### src/kcn_pkg.sv
`timescale 1ns / 1ps
package kcn_pkg;

  localparam int CP_W        = 21;
  localparam int MAX_PARTS   = 63;
  localparam int STORE_DEPTH = 64;
  localparam int IDX_W       = $clog2(STORE_DEPTH);
  localparam int CNT_W       = IDX_W + 1;
  localparam int MAX_RESULTS = 64;
  localparam int OPS_MAX     = 4;
  localparam int OP_IDX_W    = $clog2(OPS_MAX);
  localparam int OP_W        = OP_IDX_W + 1;

  localparam logic [CP_W-1:0] CP_ZWSP     = 21'h0200B;
  localparam logic [CP_W-1:0] CP_E        = 21'h017C1;
  localparam logic [CP_W-1:0] CP_I        = 21'h017B8;
  localparam logic [CP_W-1:0] CP_AA       = 21'h017B6;
  localparam logic [CP_W-1:0] CP_OE       = 21'h017BE;
  localparam logic [CP_W-1:0] CP_AU       = 21'h017C4;
  localparam logic [CP_W-1:0] CP_COENG    = 21'h017D2;
  localparam logic [CP_W-1:0] CP_RO       = 21'h0179A;
  localparam logic [CP_W-1:0] CP_KA       = 21'h01780;
  localparam logic [CP_W-1:0] CP_QA       = 21'h017A2;
  localparam logic [CP_W-1:0] CP_BASE_HI  = 21'h017B3;
  localparam logic [CP_W-1:0] CP_VOW_HI   = 21'h017C5;
  localparam logic [CP_W-1:0] CP_REG_A    = 21'h017C9;
  localparam logic [CP_W-1:0] CP_REG_B    = 21'h017CA;
  localparam logic [CP_W-1:0] CP_SIGN_LO  = 21'h017C6;
  localparam logic [CP_W-1:0] CP_SIGN_HI  = 21'h017D1;
  localparam logic [CP_W-1:0] CP_SIGN_X   = 21'h017D3;
  localparam logic [CP_W-1:0] CP_SIGN_Y   = 21'h017DD;

  typedef struct packed {
    logic [CP_W-1:0] code_point;
    logic            end_of_text;
  } in_item_t;

  typedef struct packed {
    logic [CP_W-1:0] part_code_point;
    logic [CP_W-1:0] follow_code_point;
    logic            has_follow;
    logic            last_of_run;
  } out_item_t;

  typedef struct packed {
    logic [CP_W-1:0] cp;
    logic [CP_W-1:0] follow;
    logic            has;
  } part_t;

  localparam int PART_W = $bits(part_t);

  typedef struct packed {
    logic            push;
    logic            fin;
    part_t           part;
  } emit_req_t;

  typedef struct packed {
    logic             we;
    logic [IDX_W-1:0] waddr;
    part_t            wdata;
    logic             re;
    logic [IDX_W-1:0] raddr;
  } ram_req_t;

  typedef enum logic [2:0] {
    CLS_OTHER, CLS_BASE, CLS_COENG, CLS_REG, CLS_VOWEL, CLS_SIGN
  } class_e;

  typedef enum logic [1:0] {HELD_NONE, HELD_E, HELD_COENG} held_e;

  typedef enum logic [1:0] {RET_ADD, RET_EMIT, RET_NEXT, RET_FIN} ret_e;

  typedef enum logic [3:0] {
    S_IDLE, S_OP, S_FL_RD, S_FL_EM, S_INS, S_INS_CMP, S_EMIT, S_FULL, S_FIN
  } seq_state_e;

  function automatic class_e char_class(input logic [CP_W-1:0] c);
    class_e k;
    if (c >= CP_KA && c <= CP_BASE_HI) k = CLS_BASE;
    else if (c == CP_COENG) k = CLS_COENG;
    else if (c == CP_REG_A || c == CP_REG_B) k = CLS_REG;
    else if (c >= CP_AA && c <= CP_VOW_HI) k = CLS_VOWEL;
    else if ((c >= CP_SIGN_LO && c <= CP_SIGN_HI) || c == CP_SIGN_X || c == CP_SIGN_Y)
      k = CLS_SIGN;
    else k = CLS_OTHER;
    return k;
  endfunction

  // rank order: coeng, coeng-ro, register, vowel, sign, anything else
  function automatic logic [2:0] rank_of(input part_t p);
    logic [2:0] r;
    if (p.cp == CP_COENG) begin
      r = (p.has && p.follow == CP_RO) ? 3'd1 : 3'd0;
    end else begin
      unique case (char_class(p.cp))
        CLS_REG:   r = 3'd2;
        CLS_VOWEL: r = 3'd3;
        CLS_SIGN:  r = 3'd4;
        default:   r = 3'd5;
      endcase
    end
    return r;
  endfunction

  function automatic logic goes_after(input part_t a, input part_t b);
    logic [2:0] ra;
    logic [2:0] rb;
    ra = rank_of(a);
    rb = rank_of(b);
    return (ra > rb) || (ra == rb && a.cp > b.cp);
  endfunction

  function automatic part_t mk_part(input logic [CP_W-1:0] c, input logic [CP_W-1:0] f,
                                    input logic h);
    part_t p;
    p.cp     = c;
    p.follow = f;
    p.has    = h;
    return p;
  endfunction

endpackage

### src/kcn_ram.sv
`timescale 1ns / 1ps
module kcn_ram #(
  parameter int DEPTH = 64,
  parameter int WIDTH = 8
) (
  input  logic                     clk_i,
  input  logic                     we_i,
  input  logic [$clog2(DEPTH)-1:0] waddr_i,
  input  logic [WIDTH-1:0]         wdata_i,
  input  logic                     re_i,
  input  logic [$clog2(DEPTH)-1:0] raddr_i,
  output logic [WIDTH-1:0]         rdata_o
);

  logic [WIDTH-1:0] mem [DEPTH];

  always_ff @(posedge clk_i) begin
    if (we_i) begin
      mem[waddr_i] <= wdata_i;
    end
    if (re_i) begin
      rdata_o <= mem[raddr_i];
    end
  end

endmodule

### src/kcn_out.sv
`timescale 1ns / 1ps
module kcn_out import kcn_pkg::*; (
  input  logic      clk_i,
  input  logic      rst_ni,
  input  emit_req_t req_i,
  output logic      busy_o,
  output logic      out_valid_o,
  input  logic      out_ready_i,
  output out_item_t out_item_o
);

  // one result is held back until we know whether it closes the run
  logic             pend_valid_q, pend_valid_d;
  part_t            pend_q, pend_d;
  logic             out_valid_q, out_valid_d;
  out_item_t        out_item_q, out_item_d;
  logic [CNT_W-1:0] res_n_q, res_n_d;
  logic             free;
  logic             room;

  assign free   = !out_valid_q || out_ready_i;
  assign busy_o = pend_valid_q && !free;
  assign room   = res_n_q < CNT_W'(MAX_RESULTS);

  always_comb begin
    pend_valid_d = pend_valid_q;
    pend_d       = pend_q;
    out_valid_d  = out_valid_q && !out_ready_i;
    out_item_d   = out_item_q;
    res_n_d      = res_n_q;
    if (req_i.push && room) begin
      if (pend_valid_q) begin
        out_valid_d = 1'b1;
        out_item_d  = '{pend_q.cp, pend_q.follow, pend_q.has, 1'b0};
      end
      pend_valid_d = 1'b1;
      pend_d       = req_i.part;
      res_n_d      = res_n_q + CNT_W'(1);
    end else if (req_i.fin) begin
      if (pend_valid_q) begin
        out_valid_d = 1'b1;
        out_item_d  = '{pend_q.cp, pend_q.follow, pend_q.has, 1'b1};
      end
      pend_valid_d = 1'b0;
      res_n_d      = '0;
    end
  end

  always_ff @(posedge clk_i or negedge rst_ni) begin
    if (!rst_ni) begin
      pend_valid_q <= 1'b0;
      out_valid_q  <= 1'b0;
      res_n_q      <= '0;
    end else begin
      pend_valid_q <= pend_valid_d;
      out_valid_q  <= out_valid_d;
      res_n_q      <= res_n_d;
    end
  end

  always_ff @(posedge clk_i) begin
    pend_q     <= pend_d;
    out_item_q <= out_item_d;
  end

  assign out_valid_o = out_valid_q;
  assign out_item_o  = out_item_q;

endmodule

### src/kcn_seq.sv
`timescale 1ns / 1ps
module kcn_seq import kcn_pkg::*; (
  input  logic      clk_i,
  input  logic      rst_ni,
  input  logic      in_valid_i,
  output logic      in_ready_o,
  input  in_item_t  in_item_i,
  output ram_req_t  ram_req_o,
  input  part_t     ram_rdata_i,
  output emit_req_t emit_req_o,
  input  logic      emit_busy_i
);

  seq_state_e       state_q, state_d;
  held_e            held_q, held_d;
  part_t            ops_q [OPS_MAX];
  part_t            ops_d [OPS_MAX];
  logic [OP_W-1:0]  n_ops_q, n_ops_d;
  logic             flush_end_q, flush_end_d;
  logic [OP_W-1:0]  op_idx_q, op_idx_d;
  ret_e             ret_q, ret_d;
  logic [CNT_W-1:0] count_q, count_d;
  logic [CNT_W-1:0] j_q, j_d;
  logic [CNT_W-1:0] fl_idx_q, fl_idx_d;

  // decode of one input into up to two grouping ops
  held_e            hk;
  logic [CP_W-1:0]  cp;
  logic             skip;
  logic             joined;
  logic [OP_W-1:0]  n;
  part_t            acc_ops [OPS_MAX];

  part_t            cur;
  class_e           cur_class;
  logic             ops_done;
  logic             fl_done;
  logic             rd_after;
  logic [CNT_W-1:0] j_m1;

  always_comb begin
    hk     = held_q;
    cp     = in_item_i.code_point;
    skip   = 1'b0;
    joined = 1'b0;
    n      = '0;
    for (int i = 0; i < OPS_MAX; i++) acc_ops[i] = '0;
    if (hk == HELD_E) begin
      hk = HELD_NONE;
      if (cp == CP_I) begin
        acc_ops[n[OP_IDX_W-1:0]] = mk_part(CP_OE, '0, 1'b0);
        skip = 1'b1;
      end else if (cp == CP_AA) begin
        acc_ops[n[OP_IDX_W-1:0]] = mk_part(CP_AU, '0, 1'b0);
        skip = 1'b1;
      end else begin
        acc_ops[n[OP_IDX_W-1:0]] = mk_part(CP_E, '0, 1'b0);
      end
      n = n + OP_W'(1);
    end
    if (!skip && cp != CP_ZWSP) begin
      if (cp == CP_E) begin
        if (hk == HELD_COENG) begin
          acc_ops[n[OP_IDX_W-1:0]] = mk_part(CP_COENG, '0, 1'b0);
          n = n + OP_W'(1);
        end
        hk = HELD_E;
      end else begin
        if (hk == HELD_COENG) begin
          if (cp >= CP_KA && cp <= CP_QA) begin
            acc_ops[n[OP_IDX_W-1:0]] = mk_part(CP_COENG, cp, 1'b1);
            joined = 1'b1;
          end else begin
            acc_ops[n[OP_IDX_W-1:0]] = mk_part(CP_COENG, '0, 1'b0);
          end
          n  = n + OP_W'(1);
          hk = HELD_NONE;
        end
        if (!joined) begin
          if (cp == CP_COENG) begin
            hk = HELD_COENG;
          end else begin
            acc_ops[n[OP_IDX_W-1:0]] = mk_part(cp, '0, 1'b0);
            n = n + OP_W'(1);
          end
        end
      end
    end
    if (in_item_i.end_of_text) begin
      if (hk == HELD_E) begin
        acc_ops[n[OP_IDX_W-1:0]] = mk_part(CP_E, '0, 1'b0);
        n = n + OP_W'(1);
      end else if (hk == HELD_COENG) begin
        acc_ops[n[OP_IDX_W-1:0]] = mk_part(CP_COENG, '0, 1'b0);
        n = n + OP_W'(1);
      end
      hk = HELD_NONE;
    end
  end

  assign cur       = ops_q[op_idx_q[OP_IDX_W-1:0]];
  assign cur_class = char_class(cur.cp);
  assign ops_done  = op_idx_q == n_ops_q;
  assign fl_done   = fl_idx_q == count_q;
  assign rd_after  = goes_after(ram_rdata_i, cur);
  assign j_m1      = j_q - CNT_W'(1);

  // next state
  always_comb begin
    state_d = state_q;
    unique case (state_q)
      S_IDLE: begin
        if (in_valid_i) state_d = S_OP;
      end
      S_OP: begin
        if (ops_done) begin
          state_d = flush_end_q ? S_FL_RD : S_FIN;
        end else begin
          unique case (cur_class)
            CLS_BASE, CLS_OTHER: state_d = S_FL_RD;
            CLS_COENG:           state_d = S_INS;
            default:             state_d = (count_q != '0) ? S_INS : S_EMIT;
          endcase
        end
      end
      S_FL_RD: begin
        if (fl_done) begin
          unique case (ret_q)
            RET_ADD:  state_d = S_INS;
            RET_EMIT: state_d = S_EMIT;
            RET_NEXT: state_d = S_OP;
            default:  state_d = S_FIN;
          endcase
        end else begin
          state_d = S_FL_EM;
        end
      end
      S_FL_EM: begin
        if (!emit_busy_i) state_d = S_FL_RD;
      end
      S_INS: begin
        state_d = (j_q <= CNT_W'(1)) ? S_FULL : S_INS_CMP;
      end
      S_INS_CMP: begin
        state_d = rd_after ? S_INS : S_FULL;
      end
      S_EMIT: begin
        if (!emit_busy_i) state_d = S_FULL;
      end
      S_FULL: begin
        state_d = (count_q >= CNT_W'(MAX_PARTS)) ? S_FL_RD : S_OP;
      end
      S_FIN: begin
        if (!emit_busy_i) state_d = S_IDLE;
      end
      default: state_d = S_IDLE;
    endcase
  end

  // outputs and datapath
  always_comb begin
    held_d      = held_q;
    ops_d       = ops_q;
    n_ops_d     = n_ops_q;
    flush_end_d = flush_end_q;
    op_idx_d    = op_idx_q;
    ret_d       = ret_q;
    count_d     = count_q;
    j_d         = j_q;
    fl_idx_d    = fl_idx_q;
    in_ready_o  = 1'b0;
    ram_req_o   = '0;
    emit_req_o  = '0;
    unique case (state_q)
      S_IDLE: begin
        in_ready_o = 1'b1;
        if (in_valid_i) begin
          ops_d       = acc_ops;
          n_ops_d     = n;
          held_d      = hk;
          flush_end_d = in_item_i.end_of_text;
          op_idx_d    = '0;
        end
      end
      S_OP: begin
        fl_idx_d = '0;
        if (ops_done) begin
          ret_d = RET_FIN;
        end else begin
          unique case (cur_class)
            CLS_BASE:  ret_d = RET_ADD;
            CLS_OTHER: ret_d = RET_EMIT;
            default:   j_d   = count_q;
          endcase
        end
      end
      S_FL_RD: begin
        if (fl_done) begin
          count_d = '0;
          j_d     = '0;
          if (ret_q == RET_NEXT) op_idx_d = op_idx_q + OP_W'(1);
        end else begin
          ram_req_o.re    = 1'b1;
          ram_req_o.raddr = fl_idx_q[IDX_W-1:0];
        end
      end
      S_FL_EM: begin
        if (!emit_busy_i) begin
          emit_req_o.push = 1'b1;
          emit_req_o.part = ram_rdata_i;
          fl_idx_d        = fl_idx_q + CNT_W'(1);
        end
      end
      S_INS: begin
        if (j_q <= CNT_W'(1)) begin
          ram_req_o.we    = 1'b1;
          ram_req_o.waddr = j_q[IDX_W-1:0];
          ram_req_o.wdata = cur;
          count_d         = count_q + CNT_W'(1);
        end else begin
          ram_req_o.re    = 1'b1;
          ram_req_o.raddr = j_m1[IDX_W-1:0];
        end
      end
      S_INS_CMP: begin
        ram_req_o.we    = 1'b1;
        ram_req_o.waddr = j_q[IDX_W-1:0];
        if (rd_after) begin
          ram_req_o.wdata = ram_rdata_i;
          j_d             = j_m1;
        end else begin
          ram_req_o.wdata = cur;
          count_d         = count_q + CNT_W'(1);
        end
      end
      S_EMIT: begin
        if (!emit_busy_i) begin
          emit_req_o.push = 1'b1;
          emit_req_o.part = cur;
        end
      end
      S_FULL: begin
        if (count_q >= CNT_W'(MAX_PARTS)) begin
          ret_d    = RET_NEXT;
          fl_idx_d = '0;
        end else begin
          op_idx_d = op_idx_q + OP_W'(1);
        end
      end
      S_FIN: begin
        if (!emit_busy_i) emit_req_o.fin = 1'b1;
      end
      default: ;
    endcase
  end

  always_ff @(posedge clk_i or negedge rst_ni) begin
    if (!rst_ni) begin
      state_q     <= S_IDLE;
      held_q      <= HELD_NONE;
      n_ops_q     <= '0;
      flush_end_q <= 1'b0;
      op_idx_q    <= '0;
      ret_q       <= RET_NEXT;
      count_q     <= '0;
      j_q         <= '0;
      fl_idx_q    <= '0;
    end else begin
      state_q     <= state_d;
      held_q      <= held_d;
      n_ops_q     <= n_ops_d;
      flush_end_q <= flush_end_d;
      op_idx_q    <= op_idx_d;
      ret_q       <= ret_d;
      count_q     <= count_d;
      j_q         <= j_d;
      fl_idx_q    <= fl_idx_d;
    end
  end

  always_ff @(posedge clk_i) begin
    ops_q <= ops_d;
  end

endmodule

### src/khmer_cluster_normalizer.sv
`timescale 1ns / 1ps
// Khmer cluster normalizer.
// Input channel (in_valid_i / in_ready_o / in_item_i): one code point per item,
// end_of_text set on the last code point of the text to flush everything held.
// Output channel (out_valid_o / out_ready_i / out_item_o): one cluster part per
// item; last_of_run marks the final part caused by one input item.
// Each input is decoded into at most two grouping steps run by one sequencer
// over a single-port-read part store (64 x 43 bits). Parts are kept sorted as
// they arrive: each insertion walks down the store, reading each part it passes
// and writing it one place up (S_INS, S_INS_CMP). A flush reads the store once
// per part and emits each part it reads (S_FL_RD, S_FL_EM).
// in_ready_o is high only while the sequencer is idle, one item at a time.
// One result is held back until the run ends so last_of_run is known; the
// output register lets the next input be taken while the final part waits.
// A stalled receiver stalls the sequencer whenever a new result needs room.
// Reset clears the sequencer, the held vowel/coeng and the part count; the
// store itself is not cleared, only entries below the count are ever read.
module khmer_cluster_normalizer import kcn_pkg::*; (
  input  logic      clk_i,
  input  logic      rst_ni,
  input  logic      in_valid_i,
  output logic      in_ready_o,
  input  in_item_t  in_item_i,
  output logic      out_valid_o,
  input  logic      out_ready_i,
  output out_item_t out_item_o
);

  ram_req_t  ram_req;
  part_t     ram_rdata;
  emit_req_t emit_req;
  logic      emit_busy;

  kcn_seq u_seq (
    .clk_i       (clk_i),
    .rst_ni      (rst_ni),
    .in_valid_i  (in_valid_i),
    .in_ready_o  (in_ready_o),
    .in_item_i   (in_item_i),
    .ram_req_o   (ram_req),
    .ram_rdata_i (ram_rdata),
    .emit_req_o  (emit_req),
    .emit_busy_i (emit_busy)
  );

  // sorted part store
  kcn_ram #(
    .DEPTH (STORE_DEPTH),
    .WIDTH (PART_W)
  ) u_ram (
    .clk_i   (clk_i),
    .we_i    (ram_req.we),
    .waddr_i (ram_req.waddr),
    .wdata_i (ram_req.wdata),
    .re_i    (ram_req.re),
    .raddr_i (ram_req.raddr),
    .rdata_o (ram_rdata)
  );

  // hold-back stage plus output register
  kcn_out u_out (
    .clk_i       (clk_i),
    .rst_ni      (rst_ni),
    .req_i       (emit_req),
    .busy_o      (emit_busy),
    .out_valid_o (out_valid_o),
    .out_ready_i (out_ready_i),
    .out_item_o  (out_item_o)
  );

endmodule

### config.mk
export PLATFORM = sky130hd
export DESIGN_NAME = khmer_cluster_normalizer
export DESIGN_NICKNAME = d
export VERILOG_FILES = /design/src/kcn_pkg.sv /design/src/kcn_ram.sv /design/src/kcn_out.sv /design/src/kcn_seq.sv /design/src/khmer_cluster_normalizer.sv
export SDC_FILE = /design/constraint.sdc
export NUM_CORES = 2
export LEC_CHECK = 0
export BUFFER_PORTS_ARGS = -buffer_cell sky130_fd_sc_hd__buf_2
export CAP_MARGIN = 20
export CORE_UTILIZATION = 51
export CTS_BUF_LIST = sky130_fd_sc_hd__clkbuf_4
export CTS_CLUSTER_SIZE = 20
export DETAILED_ROUTE_END_ITERATION = 10
export PLACE_DENSITY_LB_ADDON = 0.15
export SETUP_SLACK_MARGIN = 0.3
export SLEW_MARGIN = 5
export SYNTH_ARGS = -nofsm -noshare
export SYNTH_HDL_FRONTEND = slang
export SYNTH_HIERARCHICAL = 1
export SYNTH_SLANG_ARGS = --single-unit
### constraint.sdc
create_clock -name clk_i -period 16.2 [get_ports clk_i]
set_clock_uncertainty 0.1 [all_clocks]
set_input_delay 2.43 -clock clk_i [delete_from_list [all_inputs] [get_ports clk_i]]
set_output_delay 2.43 -clock clk_i [all_outputs]
set_load 0.03 [all_outputs]
==> metrics.txt <==
status=finished, final reports clean; Hold Buf Count CTS=0; power density cells=around 150 mW/mm2; average cell area after synthesis=between 20 and 25 um2; max_slew headroom=approximately a fifth; Setup crit start kind=flip-flop; wire length per cell=~33 um; share of the synthesized area in the top cell type=between 70% and 80%; TritonCTS clock tree=built; drt initial violations=~8000; largest net degree at the start of global routing=around 110; Via density=6.33; buffers inserted by post-CTS timing repair=0; length in cells of the worst reg-to-reg path=17; post-synthesis sequential area ratio=76.5%; Initial Util=51.4%; fin cells=10000; DRT Pass-1 Iters=8; top_reg_cell synth=edfxtp_1; Post-Place Worst Slack=8.93 ns; Setup violations, final=0; filler cell count=between 15000 and 20000; Sink Count=approximately 3000; DIE HEIGHT=486 um; post-synthesis instance total=approximately 5700; peak supply drop=between 0.1 and 0.15 mV; clock transition at the registers of the reported paths=~0.070 ns; Worst-Skew Late Latency=between 1 and 1.5 ns; share of cells above drive strength 1=between 30% and 40%; CP startpoint=u_seq/op_idx_q[0]; first-pass GRT wire length=461 mm; die area=0.237 mm2; Slew @ Worst Pin=between 1 and 1.5 ns; Worst Path Max Fanout=64; GRT Util Overall=around 28%; reg2reg start=u_seq/op_idx_q[0]; Hold Violations, Final=0; post-DP HPWL=174 mm; period utilisation layout=between 40% and 50%; Chip Width=approximately 500 um; Post-synth EDFFs=3010; # resized after CTS=0; Netlist cell types=approximately 90; GRT overflow=0; fmax=~0.14 GHz; worst setup path endpoint=u_ram/mem[24][42]; Placer Congestion=a little under 0.9; Antenna Violating Nets Remaining=0; placed cells=about 8700; CP Capture Type=flip-flop; vias in the first global route=roughly 64000; Yosys warnings=6; H-tree level count=6; Hold WC Path Type=reg -> reg; Tmin final=around 7.2 ns; WP data arrival=approximately 8.1 ns; Rows=about 180; via count=about 63000; Area Overhead vs Synth=12.3%; commonest non-fill, non-tap cells in the layout=3010 x edfxtp_1, 1084 x clkbuf_4, 754 x mux4_2; register bit total from synthesis=3055; synthesized area=0.120 mm2; nets=about 6500; Post-route DRC=0; Top-Level Pins=72; CTS Buf Count=roughly 770; Synth async-reset ratio=about 1.5%; IO Port Bufs=71; synth top area cells=edfxtp_1 76%, mux4_2 14%, mux2i_1 1.2%; Worst R2R Setup Slack=around 9 ns; antenna violations before repair=8; Slew Viols, Final=0; most common cell after layout, fill and taps aside=edfxtp_1; routed wire length=between 300 and 400 mm; Clock Tree Buf Depth=4; Core Footprint=roughly 0.23 mm2; cell taking the most area after synthesis=edfxtp_1; Worst Path Required=17.17 ns; Leak=~43 nW; RR Endpoint=u_ram/mem[24][42]; critical path type=reg -> reg; max cap viols=0; setup tns final=0 ns; final worst slack=9.03 ns; RSZ-0062 raised after global routing=false; Root Driver=clkbuf_4
-- per-layer routing --
metal | share of wire [%] | global-route usage (%) | up-vias
met3 | 10 | 5.66 | 514
met1 | 39 | 39.1 | 33600
li1 | - | - | 25700
met5 | 0.0034 | 0 | -
met4 | 2.4 | 8.67 | 2
met2 | 48 | 43.9 | 3679
-- worst min path at each step --
stage | startpoint | end | slack (ns) | cells past startpoint
after floorplan | u_out/pend_q[9] | u_out/out_item_o[10] | 0.30 | 0
after global placement | u_out/pend_q[23] | u_out/out_item_o[24] | 0.31 | 0
after detailed placement | u_out/pend_q[3] | u_out/out_item_o[4] | 0.30 | 0
after CTS | u_out/pend_q[32] | u_out/out_item_o[33] | 0.31 | 0
after global routing | u_out/pend_q[32] | u_out/out_item_o[33] | 0.32 | 0
final | u_out/pend_q[34] | u_out/out_item_o[35] | 0.32 | 0
-- Yosys cell counts (all sizes together), types with 6 or more instances --
master and number:
a311oi 10, a41o 6, nor2b 28, and3 37, o22ai 118, a31oi 12
nand3 30, mux4 755, nor4 15, ha 38, a22o 43, o2111ai 6
and2 44, inv 47, or2 11, mux2i 148, nor2 295, a22oi 60
nor3 40, buf 137, nor4bb 9, o32ai 6, nand3b 13, a21o 19
nand2b 20, o31ai 8, clkbuf 183, xor2 17, dfrtp 44, edfxtp 3010
nand4 20, nand2 125, o21ai 52, or3b 8, a21oi 124, o221ai 38
-- stage by stage --
stage	utilization [%]	cell area (um2)	hold slack (ns)	power (W)
CTS	57.3	134000	0.311	0.0205
detailed placement	53.4	124000	0.305	0.0143
floorplan	-	120000	0.300	0.0127
global placement	53.4	124000	0.309	0.0143
global route	57.7	134000	0.315	0.0213
finish	57.7	134000	0.316	0.0204
-- state kept, by name (all words and copies together), names as in the netlist, 7 cells and up --
name	count
u_out/out_item_o	44
u_out/pend_q	43
u_out/res_n_q	7
u_ram/mem	2752
u_ram/rdata_o	43
u_seq/count_q	7
u_seq/fl_idx_q	7
u_seq/j_q	7
u_seq/ops_q	128
-- power breakdown --
part	internal (W)	switching (W)	total, W
clock	0.00318	0.00297	0.00615
sequential	0.00956	0.000304	0.00986
combinational	0.00158	0.00285	0.00443
-- critical path, cell delays in order, from the launching register on --
cell       delay (ns)
dfrtp_2          0.77
buf_4            0.60
mux2i_1          0.18
nor2_1           0.29
nor4b_1          0.41
nand2_1          0.13
nor4_1           0.69
a21oi_1          0.28
o2111ai_1        0.28
ha_1             0.19
nor2b_1          0.05
o21a_1           0.19
o21ai_0          0.44
nand4_1          0.24
o21ba_2          0.34
nand2_4          0.62
a22o_2           0.26
buf_4            0.53
-- cell type report --
cell class	count	area (um2)	share of cell area (%)
diodes	8	20.0	0.0149
clock buffers	1084	8140	6.06
clock inverters	176	937	0.698
inverters	49	186	0.139
multi-input cells	2257	27200	20.2
flip-flops and latches	3055	91500	68.1
well taps	3132	3920	2.92
repair buffers	267	2410	1.80
-- logic make-up (layout without fill, tap and decap cells) --
logic type	count (synthesis)	in the layout	synth area share [%]
other	1	28	0.00313
flip-flops	3055	3055	76.5
AO/OA/AOI/OAI	546	546	3.11
adder cells (fa/ha/maj)	38	38	0.397
XOR/XNOR	21	21	0.154
multiplexers	905	905	15.5
AND/OR/NAND/NOR	727	727	2.98
buffers and inverters	369	1576	1.39
Power figures use the tool's default switching activity.
